[src/hw/rtl/lfu_pkg.sv]
package lfu_pkg;

    // Live entries never exceed ENTRIES once a request is finished; one spare
    // slot holds the new entry of an insert into a full store.
    localparam int ENTRIES = 16;
    localparam int SLOTS   = ENTRIES + 1;
    localparam int IDX_W   = $clog2(SLOTS);
    localparam int CNT_W   = 5;
    localparam int VAL_W   = 32;
    localparam int USE_W   = 16;

    localparam logic [USE_W-1:0] USE_MAX   = '1;
    localparam logic [CNT_W-1:0] CAP_RESET = CNT_W'(ENTRIES);

    typedef struct packed {
        logic load_req;   // capture request, clear result
        logic ptr_clr;    // read pointer to slot 0
        logic ptr_victim; // read pointer to the slot after the victim
        logic issue;      // read the slot at the pointer, advance pointer
        logic hit_wb;     // write back raised use count, record hit
        logic ins_wr;     // append new entry, bump count
        logic min_track;  // follow the smallest use count
        logic shift;      // move returned entry one slot down
        logic cnt_dec;    // drop one entry from the count
    } lfu_cmd_t;

    typedef struct packed {
        logic cnt_zero;
        logic ptr_lt_cnt;
        logic pv;
        logic match;
        logic last;
        logic over_lim;
    } lfu_sts_t;

endpackage

[src/hw/rtl/lfu_dp.sv]
module lfu_dp
    import lfu_pkg::*;
#(
    parameter int KEY_BITS = 48
) (
    input  logic                aclk,
    input  logic                aresetn,
    input  lfu_cmd_t            cmd,
    output lfu_sts_t            sts,
    input  logic [KEY_BITS-1:0] s_key,
    input  logic [VAL_W-1:0]    s_value,
    input  logic [CNT_W-1:0]    cap,
    output logic                res_hit,
    output logic [VAL_W-1:0]    res_value,
    output logic [CNT_W-1:0]    res_occ
);

    localparam int W = KEY_BITS + VAL_W + USE_W;

    // entry word: {use count, value, key}
    logic [W-1:0]        mem [SLOTS];
    logic [W-1:0]        rd_reg;
    logic [KEY_BITS-1:0] key_reg;
    logic [VAL_W-1:0]    val_reg;
    logic [CNT_W-1:0]    cnt_reg;
    logic [IDX_W-1:0]    ptr_reg;
    logic [IDX_W-1:0]    prev_reg;
    logic                pv_reg;
    logic [USE_W-1:0]    min_reg;
    logic [IDX_W-1:0]    victim_reg;
    logic                hit_reg;
    logic [VAL_W-1:0]    hval_reg;

    logic [KEY_BITS-1:0] rd_key;
    logic [VAL_W-1:0]    rd_val;
    logic [USE_W-1:0]    rd_use;
    logic [USE_W-1:0]    use_inc;
    logic [CNT_W-1:0]    lim;
    logic                we;
    logic [IDX_W-1:0]    waddr;
    logic [W-1:0]        wdata;

    assign rd_key  = rd_reg[KEY_BITS-1:0];
    assign rd_val  = rd_reg[KEY_BITS +: VAL_W];
    assign rd_use  = rd_reg[KEY_BITS+VAL_W +: USE_W];
    assign use_inc = (rd_use == USE_MAX) ? rd_use : rd_use + 1'b1;
    assign lim     = (cap > CNT_W'(ENTRIES)) ? CNT_W'(ENTRIES) : cap;

    assign sts.cnt_zero   = (cnt_reg == '0);
    assign sts.ptr_lt_cnt = (CNT_W'(ptr_reg) < cnt_reg);
    assign sts.pv         = pv_reg;
    assign sts.match      = pv_reg && (rd_key == key_reg);
    assign sts.last       = pv_reg && ((CNT_W'(prev_reg) + 1'b1) == cnt_reg);
    assign sts.over_lim   = (cnt_reg > lim);

    assign res_hit   = hit_reg;
    assign res_value = hval_reg;
    assign res_occ   = cnt_reg;

    always_comb begin
        we    = 1'b0;
        waddr = prev_reg;
        wdata = rd_reg;
        priority if (cmd.ins_wr) begin
            we    = 1'b1;
            waddr = cnt_reg[IDX_W-1:0];
            wdata = {USE_W'(0), val_reg, key_reg};
        end else if (cmd.hit_wb) begin
            we    = 1'b1;
            wdata = {use_inc, rd_val, rd_key};
        end else if (cmd.shift && pv_reg) begin
            we    = 1'b1;
            waddr = prev_reg - 1'b1;
        end else begin
            we    = 1'b0;
        end
    end

    always_ff @(posedge aclk) begin
        if (we) begin
            mem[waddr] <= wdata;
        end
        rd_reg <= mem[ptr_reg];
    end

    always_ff @(posedge aclk) begin
        prev_reg <= ptr_reg;
        if (cmd.load_req) begin
            key_reg  <= s_key;
            val_reg  <= s_value;
            hval_reg <= '0;
        end else if (cmd.hit_wb) begin
            hval_reg <= rd_val;
        end
        if (cmd.min_track && pv_reg && (prev_reg == '0 || rd_use < min_reg)) begin
            min_reg    <= rd_use;
            victim_reg <= prev_reg;
        end
    end

    always_ff @(posedge aclk) begin
        if (!aresetn) begin
            cnt_reg <= '0;
            ptr_reg <= '0;
            pv_reg  <= 1'b0;
            hit_reg <= 1'b0;
        end else begin
            pv_reg <= cmd.issue;
            priority if (cmd.ptr_clr) begin
                ptr_reg <= '0;
            end else if (cmd.ptr_victim) begin
                ptr_reg <= victim_reg + 1'b1;
            end else if (cmd.issue) begin
                ptr_reg <= ptr_reg + 1'b1;
            end else begin
                ptr_reg <= ptr_reg;
            end
            if (cmd.ins_wr) begin
                cnt_reg <= cnt_reg + 1'b1;
            end else if (cmd.cnt_dec) begin
                cnt_reg <= cnt_reg - 1'b1;
            end
            if (cmd.load_req) begin
                hit_reg <= 1'b0;
            end else if (cmd.hit_wb) begin
                hit_reg <= 1'b1;
            end
        end
    end

    a_cnt_bound: assert property (@(posedge aclk) disable iff (!aresetn)
        cnt_reg <= CNT_W'(SLOTS))
        else $error("entry count beyond store depth");

    a_shift_addr: assert property (@(posedge aclk) disable iff (!aresetn)
        (cmd.shift && pv_reg) |-> (prev_reg != '0))
        else $error("compaction writes below slot 0");

    a_ins_cnt: assert property (@(posedge aclk) disable iff (!aresetn)
        cmd.ins_wr |=> (cnt_reg == $past(cnt_reg) + 1'b1))
        else $error("insert did not grow the store");

endmodule

[src/hw/rtl/lfu_ctrl.sv]
module lfu_ctrl
    import lfu_pkg::*;
(
    input  logic     aclk,
    input  logic     aresetn,
    input  logic     s_valid,
    input  logic     s_req,
    output logic     s_ready,
    input  logic     out_free,
    output logic     out_load,
    output lfu_cmd_t cmd,
    input  lfu_sts_t sts
);

    localparam logic [2:0] ST_IDLE     = 3'd0;
    localparam logic [2:0] ST_LK_SCAN  = 3'd1;
    localparam logic [2:0] ST_INS_WR   = 3'd2;
    localparam logic [2:0] ST_EV_CHK   = 3'd3;
    localparam logic [2:0] ST_EV_SCAN  = 3'd4;
    localparam logic [2:0] ST_EV_PRE   = 3'd5;
    localparam logic [2:0] ST_EV_SHIFT = 3'd6;
    localparam logic [2:0] ST_RESULT   = 3'd7;

    logic [2:0] state_reg;
    logic [2:0] state_next;

    assign s_ready = (state_reg == ST_IDLE);

    always_comb begin
        cmd        = '0;
        out_load   = 1'b0;
        state_next = state_reg;
        unique case (state_reg)
            ST_IDLE: begin
                if (s_valid) begin
                    cmd.load_req = 1'b1;
                    cmd.ptr_clr  = 1'b1;
                    state_next   = s_req ? ST_INS_WR : ST_LK_SCAN;
                end
            end
            ST_LK_SCAN: begin
                cmd.issue = sts.ptr_lt_cnt;
                priority if (sts.match) begin
                    cmd.hit_wb = 1'b1;
                    state_next = ST_RESULT;
                end else if (sts.last || sts.cnt_zero) begin
                    state_next = ST_RESULT;
                end else begin
                    state_next = ST_LK_SCAN;
                end
            end
            ST_INS_WR: begin
                cmd.ins_wr = 1'b1;
                state_next = ST_EV_CHK;
            end
            ST_EV_CHK: begin
                if (sts.over_lim) begin
                    cmd.ptr_clr = 1'b1;
                    state_next  = ST_EV_SCAN;
                end else begin
                    state_next = ST_RESULT;
                end
            end
            ST_EV_SCAN: begin
                cmd.issue     = sts.ptr_lt_cnt;
                cmd.min_track = 1'b1;
                if (sts.last) begin
                    state_next = ST_EV_PRE;
                end
            end
            ST_EV_PRE: begin
                cmd.ptr_victim = 1'b1;
                state_next     = ST_EV_SHIFT;
            end
            ST_EV_SHIFT: begin
                cmd.issue = sts.ptr_lt_cnt;
                cmd.shift = 1'b1;
                if (!sts.ptr_lt_cnt && !sts.pv) begin
                    cmd.cnt_dec = 1'b1;
                    state_next  = ST_EV_CHK;
                end
            end
            ST_RESULT: begin
                if (out_free) begin
                    out_load   = 1'b1;
                    state_next = ST_IDLE;
                end
            end
            default: begin
                state_next = ST_IDLE;
            end
        endcase
    end

    always_ff @(posedge aclk) begin
        if (!aresetn) begin
            state_reg <= ST_IDLE;
        end else begin
            state_reg <= state_next;
        end
    end

endmodule

[src/hw/rtl/lfu_cache_policy.sv]
// LFU cache policy: fully associative store of up to 16 entries kept in
// insertion order, with least-frequently-used eviction.
// Input stream (s_*): one request per transfer; s_tuser is the request kind
// (0 lookup, 1 insert), s_tdata carries key and insert value.
// Output stream (m_*): exactly one result transfer per request, in order;
// m_tuser is the hit flag, m_tdata carries the value and the occupancy.
// APB port: one register, capacity_limit at address 0; write it only while
// no request is in flight.
// Timing: one request at a time. A lookup walks the store one entry per
// cycle through the single read port of the entry memory, stopping at the
// first match or after the last live entry. An insert appends the new entry;
// each eviction then scans the live entries for the least used one and
// closes the gap by moving every entry above it one slot down.
// A finished result sits in the output register; s_tready rises again as
// soon as the result is loaded there, so the next request is taken while the
// receiver still holds off. If m_tready stays low, the following result waits
// in the controller and no further request is taken.
// Reset (aresetn, synchronous, low): store empty, limit 16, no result
// pending. Entry contents are not cleared; only reads of live slots are used.
module lfu_cache_policy
    import lfu_pkg::*;
#(
    parameter int KEY_BITS = 48
) (
    input  logic                    aclk,
    input  logic                    aresetn,
    input  logic                    s_tvalid,
    output logic                    s_tready,
    // [KEY_BITS-1:0] key, [KEY_BITS+31:KEY_BITS] value_in, zero padding above
    input  logic [((KEY_BITS+VAL_W+7)/8)*8-1:0] s_tdata,
    // [0] req_type
    input  logic                    s_tuser,
    output logic                    m_tvalid,
    input  logic                    m_tready,
    // [31:0] value_out, [36:32] occupancy, [39:37] zero
    output logic [((VAL_W+CNT_W+7)/8)*8-1:0] m_tdata,
    // [0] hit
    output logic                    m_tuser,
    input  logic                    psel,
    input  logic                    penable,
    input  logic                    pwrite,
    input  logic [2:0]              paddr,
    input  logic [31:0]             pwdata,
    output logic [31:0]             prdata,
    output logic                    pready
);

    localparam int  M_TDATA_W = ((VAL_W + CNT_W + 7) / 8) * 8;
    localparam logic REG_CAP  = 1'b0;

    lfu_cmd_t         cmd;
    lfu_sts_t         sts;
    logic             out_free;
    logic             out_load;
    logic             res_hit;
    logic [VAL_W-1:0] res_value;
    logic [CNT_W-1:0] res_occ;

    logic [CNT_W-1:0] cap_reg;
    logic             m_valid_reg;
    logic             m_hit_reg;
    logic [VAL_W-1:0] m_val_reg;
    logic [CNT_W-1:0] m_occ_reg;

    // config register: word select on paddr[2], byte offset ignored
    assign pready = 1'b1;
    assign prdata = (paddr[2] == REG_CAP) ? 32'(cap_reg) : '0;

    always_ff @(posedge aclk) begin
        if (!aresetn) begin
            cap_reg <= CAP_RESET;
        end else if (psel && penable && pwrite && pready && paddr[2] == REG_CAP) begin
            cap_reg <= pwdata[CNT_W-1:0];
        end
    end

    lfu_ctrl u_ctrl (
        .aclk     (aclk),
        .aresetn  (aresetn),
        .s_valid  (s_tvalid),
        .s_req    (s_tuser),
        .s_ready  (s_tready),
        .out_free (out_free),
        .out_load (out_load),
        .cmd      (cmd),
        .sts      (sts)
    );

    lfu_dp #(
        .KEY_BITS (KEY_BITS)
    ) u_dp (
        .aclk      (aclk),
        .aresetn   (aresetn),
        .cmd       (cmd),
        .sts       (sts),
        .s_key     (s_tdata[KEY_BITS-1:0]),
        .s_value   (s_tdata[KEY_BITS +: VAL_W]),
        .cap       (cap_reg),
        .res_hit   (res_hit),
        .res_value (res_value),
        .res_occ   (res_occ)
    );

    // output register: free when empty or drained this cycle
    assign out_free = !m_valid_reg || m_tready;

    always_ff @(posedge aclk) begin
        if (out_load) begin
            m_hit_reg <= res_hit;
            m_val_reg <= res_value;
            m_occ_reg <= res_occ;
        end
    end

    always_ff @(posedge aclk) begin
        if (!aresetn) begin
            m_valid_reg <= 1'b0;
        end else if (out_load) begin
            m_valid_reg <= 1'b1;
        end else if (m_tready) begin
            m_valid_reg <= 1'b0;
        end
    end

    assign m_tvalid = m_valid_reg;
    assign m_tuser  = m_hit_reg;
    assign m_tdata  = {(M_TDATA_W - VAL_W - CNT_W)'(0), m_occ_reg, m_val_reg};

endmodule

[config.mk]
export PLATFORM = sky130hd
export DESIGN_NAME = lfu_cache_policy
export DESIGN_NICKNAME = d
export VERILOG_FILES = /design/src/hw/rtl/lfu_pkg.sv /design/src/hw/rtl/lfu_dp.sv /design/src/hw/rtl/lfu_ctrl.sv /design/src/hw/rtl/lfu_cache_policy.sv
export SDC_FILE = /design/constraint.sdc
export NUM_CORES = 2
export LEC_CHECK = 0
export ABC_CLOCK_PERIOD_IN_PS = 19950
export BUFFER_PORTS_ARGS = -buffer_cell sky130_fd_sc_hd__buf_2
export CAP_MARGIN = 20
export CORE_MARGIN = 10
export CORE_UTILIZATION = 42
export DETAILED_ROUTE_END_ITERATION = 8
export SLEW_MARGIN = 20
export SYNTH_ARGS = -nofsm -noshare
export SYNTH_HDL_FRONTEND = slang
export SYNTH_HIERARCHICAL = 1
export SYNTH_SLANG_ARGS = --single-unit
export TNS_END_PERCENT = 1
[constraint.sdc]
create_clock -name aclk -period 19.95 [get_ports aclk]
set_input_delay 2.9925 -clock aclk [delete_from_list [all_inputs] [get_ports aclk]]
set_output_delay 2.9925 -clock aclk [all_outputs]
set_load 0.005 [all_outputs]
**Word level (Yosys, flattened, before mapping)**

Memories as Yosys holds them, arrays and structs flattened. A register that Yosys moved wholly into a read port is not among the register bits.
Index checks and enable logic that the tools add are counted.

- Div/mod/pow operators: 0
- Add/sub/neg operators: 7
- Eq/ne operators: 14
- Shifts and indexed selects: 0
- Bitwise operators: 2
- $mul: 0
- Magnitude comparators: 4
- Mux-type cells: 42
- Reductions and logical operators: 25

Operators by type and width:

| kind | count |
|---|---|
| two-way mux 96 bit | 2 |
| equality test 48 bit | 1 |
| two-way mux 5 bit | 9 |
| one-hot mux 3 bit (8 select lines) | 1 |
| adder 5 x 1 -> 5 bit, second input constant | 4 |
| two-way mux 1 bit | 18 |
| two-way mux 3 bit | 6 |
| adder 16 x 1 -> 16 bit, second input constant | 1 |
| equality test 16 bit, second input constant | 1 |
| < comparator 16 bit | 1 |
| two-way mux 16 bit | 1 |
| equality test 3 bit, second input constant | 4 |
| zero test 5 bit | 2 |
| subtractor 5 x 1 -> 5 bit, second input constant | 2 |
| logical AND 1 bit | 9 |
| two-way mux 2 bit | 4 |
| equality test 3 x 2 -> 1 bit, second input constant | 2 |
| nonzero test 2 bit | 3 |
| equality test 5 bit | 1 |
| > comparator 5 bit | 1 |
| > comparator 5 bit, second input constant | 1 |
| < comparator 5 bit | 1 |
| inequality test 2 x 1 -> 1 bit, second input constant | 2 |
| inequality test 2 bit, second input constant | 2 |
| 9 further kinds | 15 |

- Input port bits: 123
- RAM bits: 1632
- Bits in registers: 197
- Latch bits: 0
- Memory bits (read-only): 0
- Memories kept: 1

Memories:

| name | depth | width | rd ports | clocked after memory_dff | write ports | RTL line | RTL |
|---|---|---|---|---|---|---|---|
| u_dp.mem | 17 | 96 | 1 | 1 | 1 | lfu_dp.sv:21 | `logic [W-1:0] mem [SLOTS];` |

**Logic depth before layout (Yosys ltp)**

- Depth in word-level cells: 11
- Mapped depth: 12
- Gate-level depth less buffers: 12

**By module**

The synthesis kept the hierarchy.

By module, submodules not included:

| module | sequential area each (sq um) | cells an instance | times used | area an instance (sq um) |
|---|---|---|---|---|
| lfu_dp | 54942.7 | 3337 | 1 | 71768.8 |
| lfu_cache_policy | 1261.2 | 103 | 1 | 1681.6 |
| lfu_ctrl | 60.1 | 49 | 1 | 352.8 |

**Worst setup path after synthesis**

No wires, ideal clock.

- Path kind: register to register
- Start point: register u_dp.key_reg[1]
- End point: memory u_dp/mem[16][0] (netlist bit), enable pin
- Library setup time: 0.688 ns
- Buffers on the path: 1
- Cell stages (with the launch flop): 13
- Arrival: 9.227 ns
- Slack: 10.036 ns
- Cell sequence: edfxtp_1 -> xor2_1 -> nor4_1 -> and4_1 -> nand4b_1 -> nor4_1 -> and3b_1 -> clkbuf_1 -> nand3b_1 -> mux2_1 -> o21a_1 -> nand2_1 -> nor3b_1

RTL lines:

| what | RTL line | RTL |
|---|---|---|
| start, declared | lfu_dp.sv:23 | `logic [KEY_BITS-1:0] key_reg;` |
| start signal, assigned | lfu_dp.sv:89 | `key_reg <= s_key;` |
| end, declared | lfu_dp.sv:21 |  |

==> flow_summary.yaml <==
routing:
  routedLengthMet1_um: 73920
  final_antenna_net_count: 0
  vias_per_cell: 5.612
  drc: 0
  drt-total-wl_um: 168900
  wl_per_cell_um: 27.23
  drt-pass1-iter-count: 8
  route.met2.wl_um: 82030
  via_count: 34800
  met3_length_um: 9278
  highest_layer: "met4"
  drt_iter0_drc: 3245
timing:
  tns_ns: 0
  period_needed_ns: 7.505
  rsz0062_at_grt: "no"
  worst_hold_slack_ns: 0.4148
  setup_violations: 0
  max-slew-margin-rel: 0.1739
  hold_violations: 0
  worst_pin_slew_ns: 1.239
  slew_viol_final: 0
  finalClockSkew_ns: 0.04405
  clock.fmax_mhz: 133.2
  post-route-period-util: 0.3762
setup_path:
  path_class: "reg -> reg"
  worst-path-max-fanout: 48
  worstSetupStartpointType: "flop"
  rr_startpoint: "u_dp/pv_reg"
  end_kind: "flop"
  required_ns: 20.37
  r2r_end: "u_dp/mem[14][40]"
  reg2reg_slack_ns: 12.44
  worst-r2r-cell-count: 14
  crit_arrival_ns: 7.93
synth:
  synth-seq-cells: 1925
  synth_largest_area_cell: "edfxtp_1"
  synth-async-reset-ratio: 0
  synth_warnings: 6
  ys_dominant_reg_cell: "edfxtp_1"
  netlist_instances: 3489
  synth_most_common_cell: "edfxtp_1"
  avgSynthCellArea_um2: 21.15
  ys_seq_area_frac: 0.7624
  synth_common_cells: "1,771 x edfxtp_1, 362 x mux4_2, 154 x dfxtp_1, 137 x mux2i_1, 105 x a211oi_1"
  synth_top_area_share: 0.7206
  synth_edf_count: 1771
  synth_area_leaders: "edfxtp_1 72%, mux4_2 11%, dfxtp_1 4.2%"
  syn_area_um2: 73800
  synth.distinct_cells: 71
final_layout:
  final_area_um2: 82830
  register_area_um2: 56280
  final_cell_count_no_fill: 6201
  nFillCells: 14250
  largest_register_ff_count: 1632
  fin_nets: 3863
  drive_above_1_share: 0.2482
  multi_input_area_um2: 16140
  area_delta_synth_final_pct: 12.24
  antenna_cells: 0
clock_network:
  cts-root-buf: "clkbuf_16"
  clk_pin_slew_ns: 0.06
  cts_made_buffers: 192
  post-cts-setup-buffer-count: 0
  htreeDepth: 4
  insertion_delay_ns: 0.82
  cts_tree: "done"
  cts.repair.resized: 0
  cts.path.max_buffers: 3
  clkSinkCount: 1925
  cts-hold-fix-buffers: 0
power:
  p_int_w: 0.007995
  switching_share: 0.2755
  ir_drop_uv: 98.33
  p_comb_frac: 0.181
  powerDensity_nw_per_um2: 133.2
  leakagePower_nw: 25.98
  clkPwrFrac: 0.311
  switchingPower_w: 0.003041
  seqPwrFrac: 0.508
floorplan:
  ioPinCount: 199
  initial_core_util: 0.4232
  fp-row-count: 153
  dieArea_um2: 192900
  die_h_um: 439.2
  die-width_um: 439.2
  coreArea_um2: 174400
place:
  dp_cells: 5837
  post_dp_cell_area_um2: 76790
  hpwl_um: 86410
  gp_congestion: 0.7215
  portBuffers: 138
grt:
  grt_pass1_vias: 35670
  grt_max_degree: 161
  antenna_found_initial: 8
  grt_pass1_wl_um: 247500
  gr-total-overflow: 0
  track_usage: 0.1726
min_path:
  hold-path-endpoint: "u_dp/ptr_reg[0]"
  hold_depth: 1
  hold_class: "reg -> reg"
  hold_path_startpoint: "u_dp/victim_reg[0]"
run:
  max-cap-violations: 0
run_status:
  status: "complete, no violations"
-- metrics by stage --
stage	util	worst slack [ns]	total power, W
after floorplan	-	10.04	0.006988
after global placement	0.4401	12.23	0.007641
after detailed placement	0.4403	12.34	0.007702
after CTS	0.4749	12.35	0.01114
after global routing	0.4750	12.02	0.01149
final	0.4750	12.44	0.01104
-- metal layers --
metal	vias to the layer above	global-route usage
met2	1028	0.2825
met4	0	0.04241
met1	18690	0.2421
li1	14860	-
met5	-	0
met3	226	0.02817
-- worst max-delay path by stage --
stage | from | endpoint | slack (ns) | cells after the start
after floorplan | u_dp/key_reg[1] | u_dp/mem[16][0] | 10.04 | 12
after CTS | u_dp/pv_reg | u_dp/mem[6][40] | 12.35 | 14
after global placement | u_dp/key_reg[38] | u_dp/mem[6][24] | 12.23 | 15
after global routing | u_dp/pv_reg | u_dp/mem[14][40] | 12.02 | 14
final | u_dp/pv_reg | u_dp/mem[14][40] | 12.44 | 14
after detailed placement | u_dp/pv_reg | u_dp/mem[6][18] | 12.34 | 14
-- final cells by class --
cell class	count	share of cell area
Multi-Input combinational cell	1340	0.1948
Tap cell	2325	0.03512
Sequential cell	1925	0.6795
Clock inverter	92	0.008655
Timing Repair Buffer	212	0.01619
Inverter	36	0.001631
Clock buffer	271	0.06415
-- cell families (layout without fill, tap and decap cells) --
group / count (synthesis) / in the layout / share of synthesized area
other: 2 / 31 / 0.0001018
and+or+nand+nor: 228 / 228 / 0.01578
muxes: 603 / 603 / 0.1494
AOI/OAI and AO/OA: 376 / 376 / 0.03575
xor gates and xnor gates: 69 / 69 / 0.008188
adders and majority gates: 33 / 33 / 0.005696
buffers and inverters: 253 / 611 / 0.02273
DFF: 1925 / 1925 / 0.7624
-- critical path, stage by stage (launching register included) --
cell and delay, ns:
dfxtp_1 0.67, o21ai_0 0.27, nor4_1 1.00, nand3_1 0.20, nor4_1 0.29, buf_4 0.21
and3b_2 0.18, buf_4 0.70, and3b_1 0.27, and3_1 0.20, o32ai_1 0.40, nand3_1 0.40
nor2_4 0.53, buf_4 0.82, buf_4 0.82
-- cells in the final DEF (no fill, tap or decap), drive strengths merged, types with 41 or more instances in the layout --
| master | synthesis | layout |
|---|---|---|
| edfxtp | 1771 | 1771 |
| mux4 | 384 | 384 |
| clkbuf | 44 | 271 |
| buf | 173 | 212 |
| dfxtp | 154 | 154 |
| mux2i | 137 | 137 |
| a211oi | 105 | 105 |
| a21o | 100 | 100 |
| o22ai | 98 | 98 |
| nor2 | 85 | 85 |
| mux2 | 82 | 82 |
| clkinv | 0 | 72 |
| inv | 36 | 47 |
| nand2 | 41 | 41 |
-- power groups by stage --
| stage | combinational [W] | sequential (W) | clock, W |
|---|---|---|---|
| floorplan | 0.00137 | 0.00562 | 0 |
| global placement | 0.00196 | 0.00568 | 0 |
| detailed placement | 0.00201 | 0.00569 | 0 |
| CTS | 0.00201 | 0.00561 | 0.00351 |
| global route | 0.00217 | 0.00564 | 0.00368 |
| finish | 0.00199 | 0.00561 | 0.00344 |
Power figures use the tool's default switching activity.
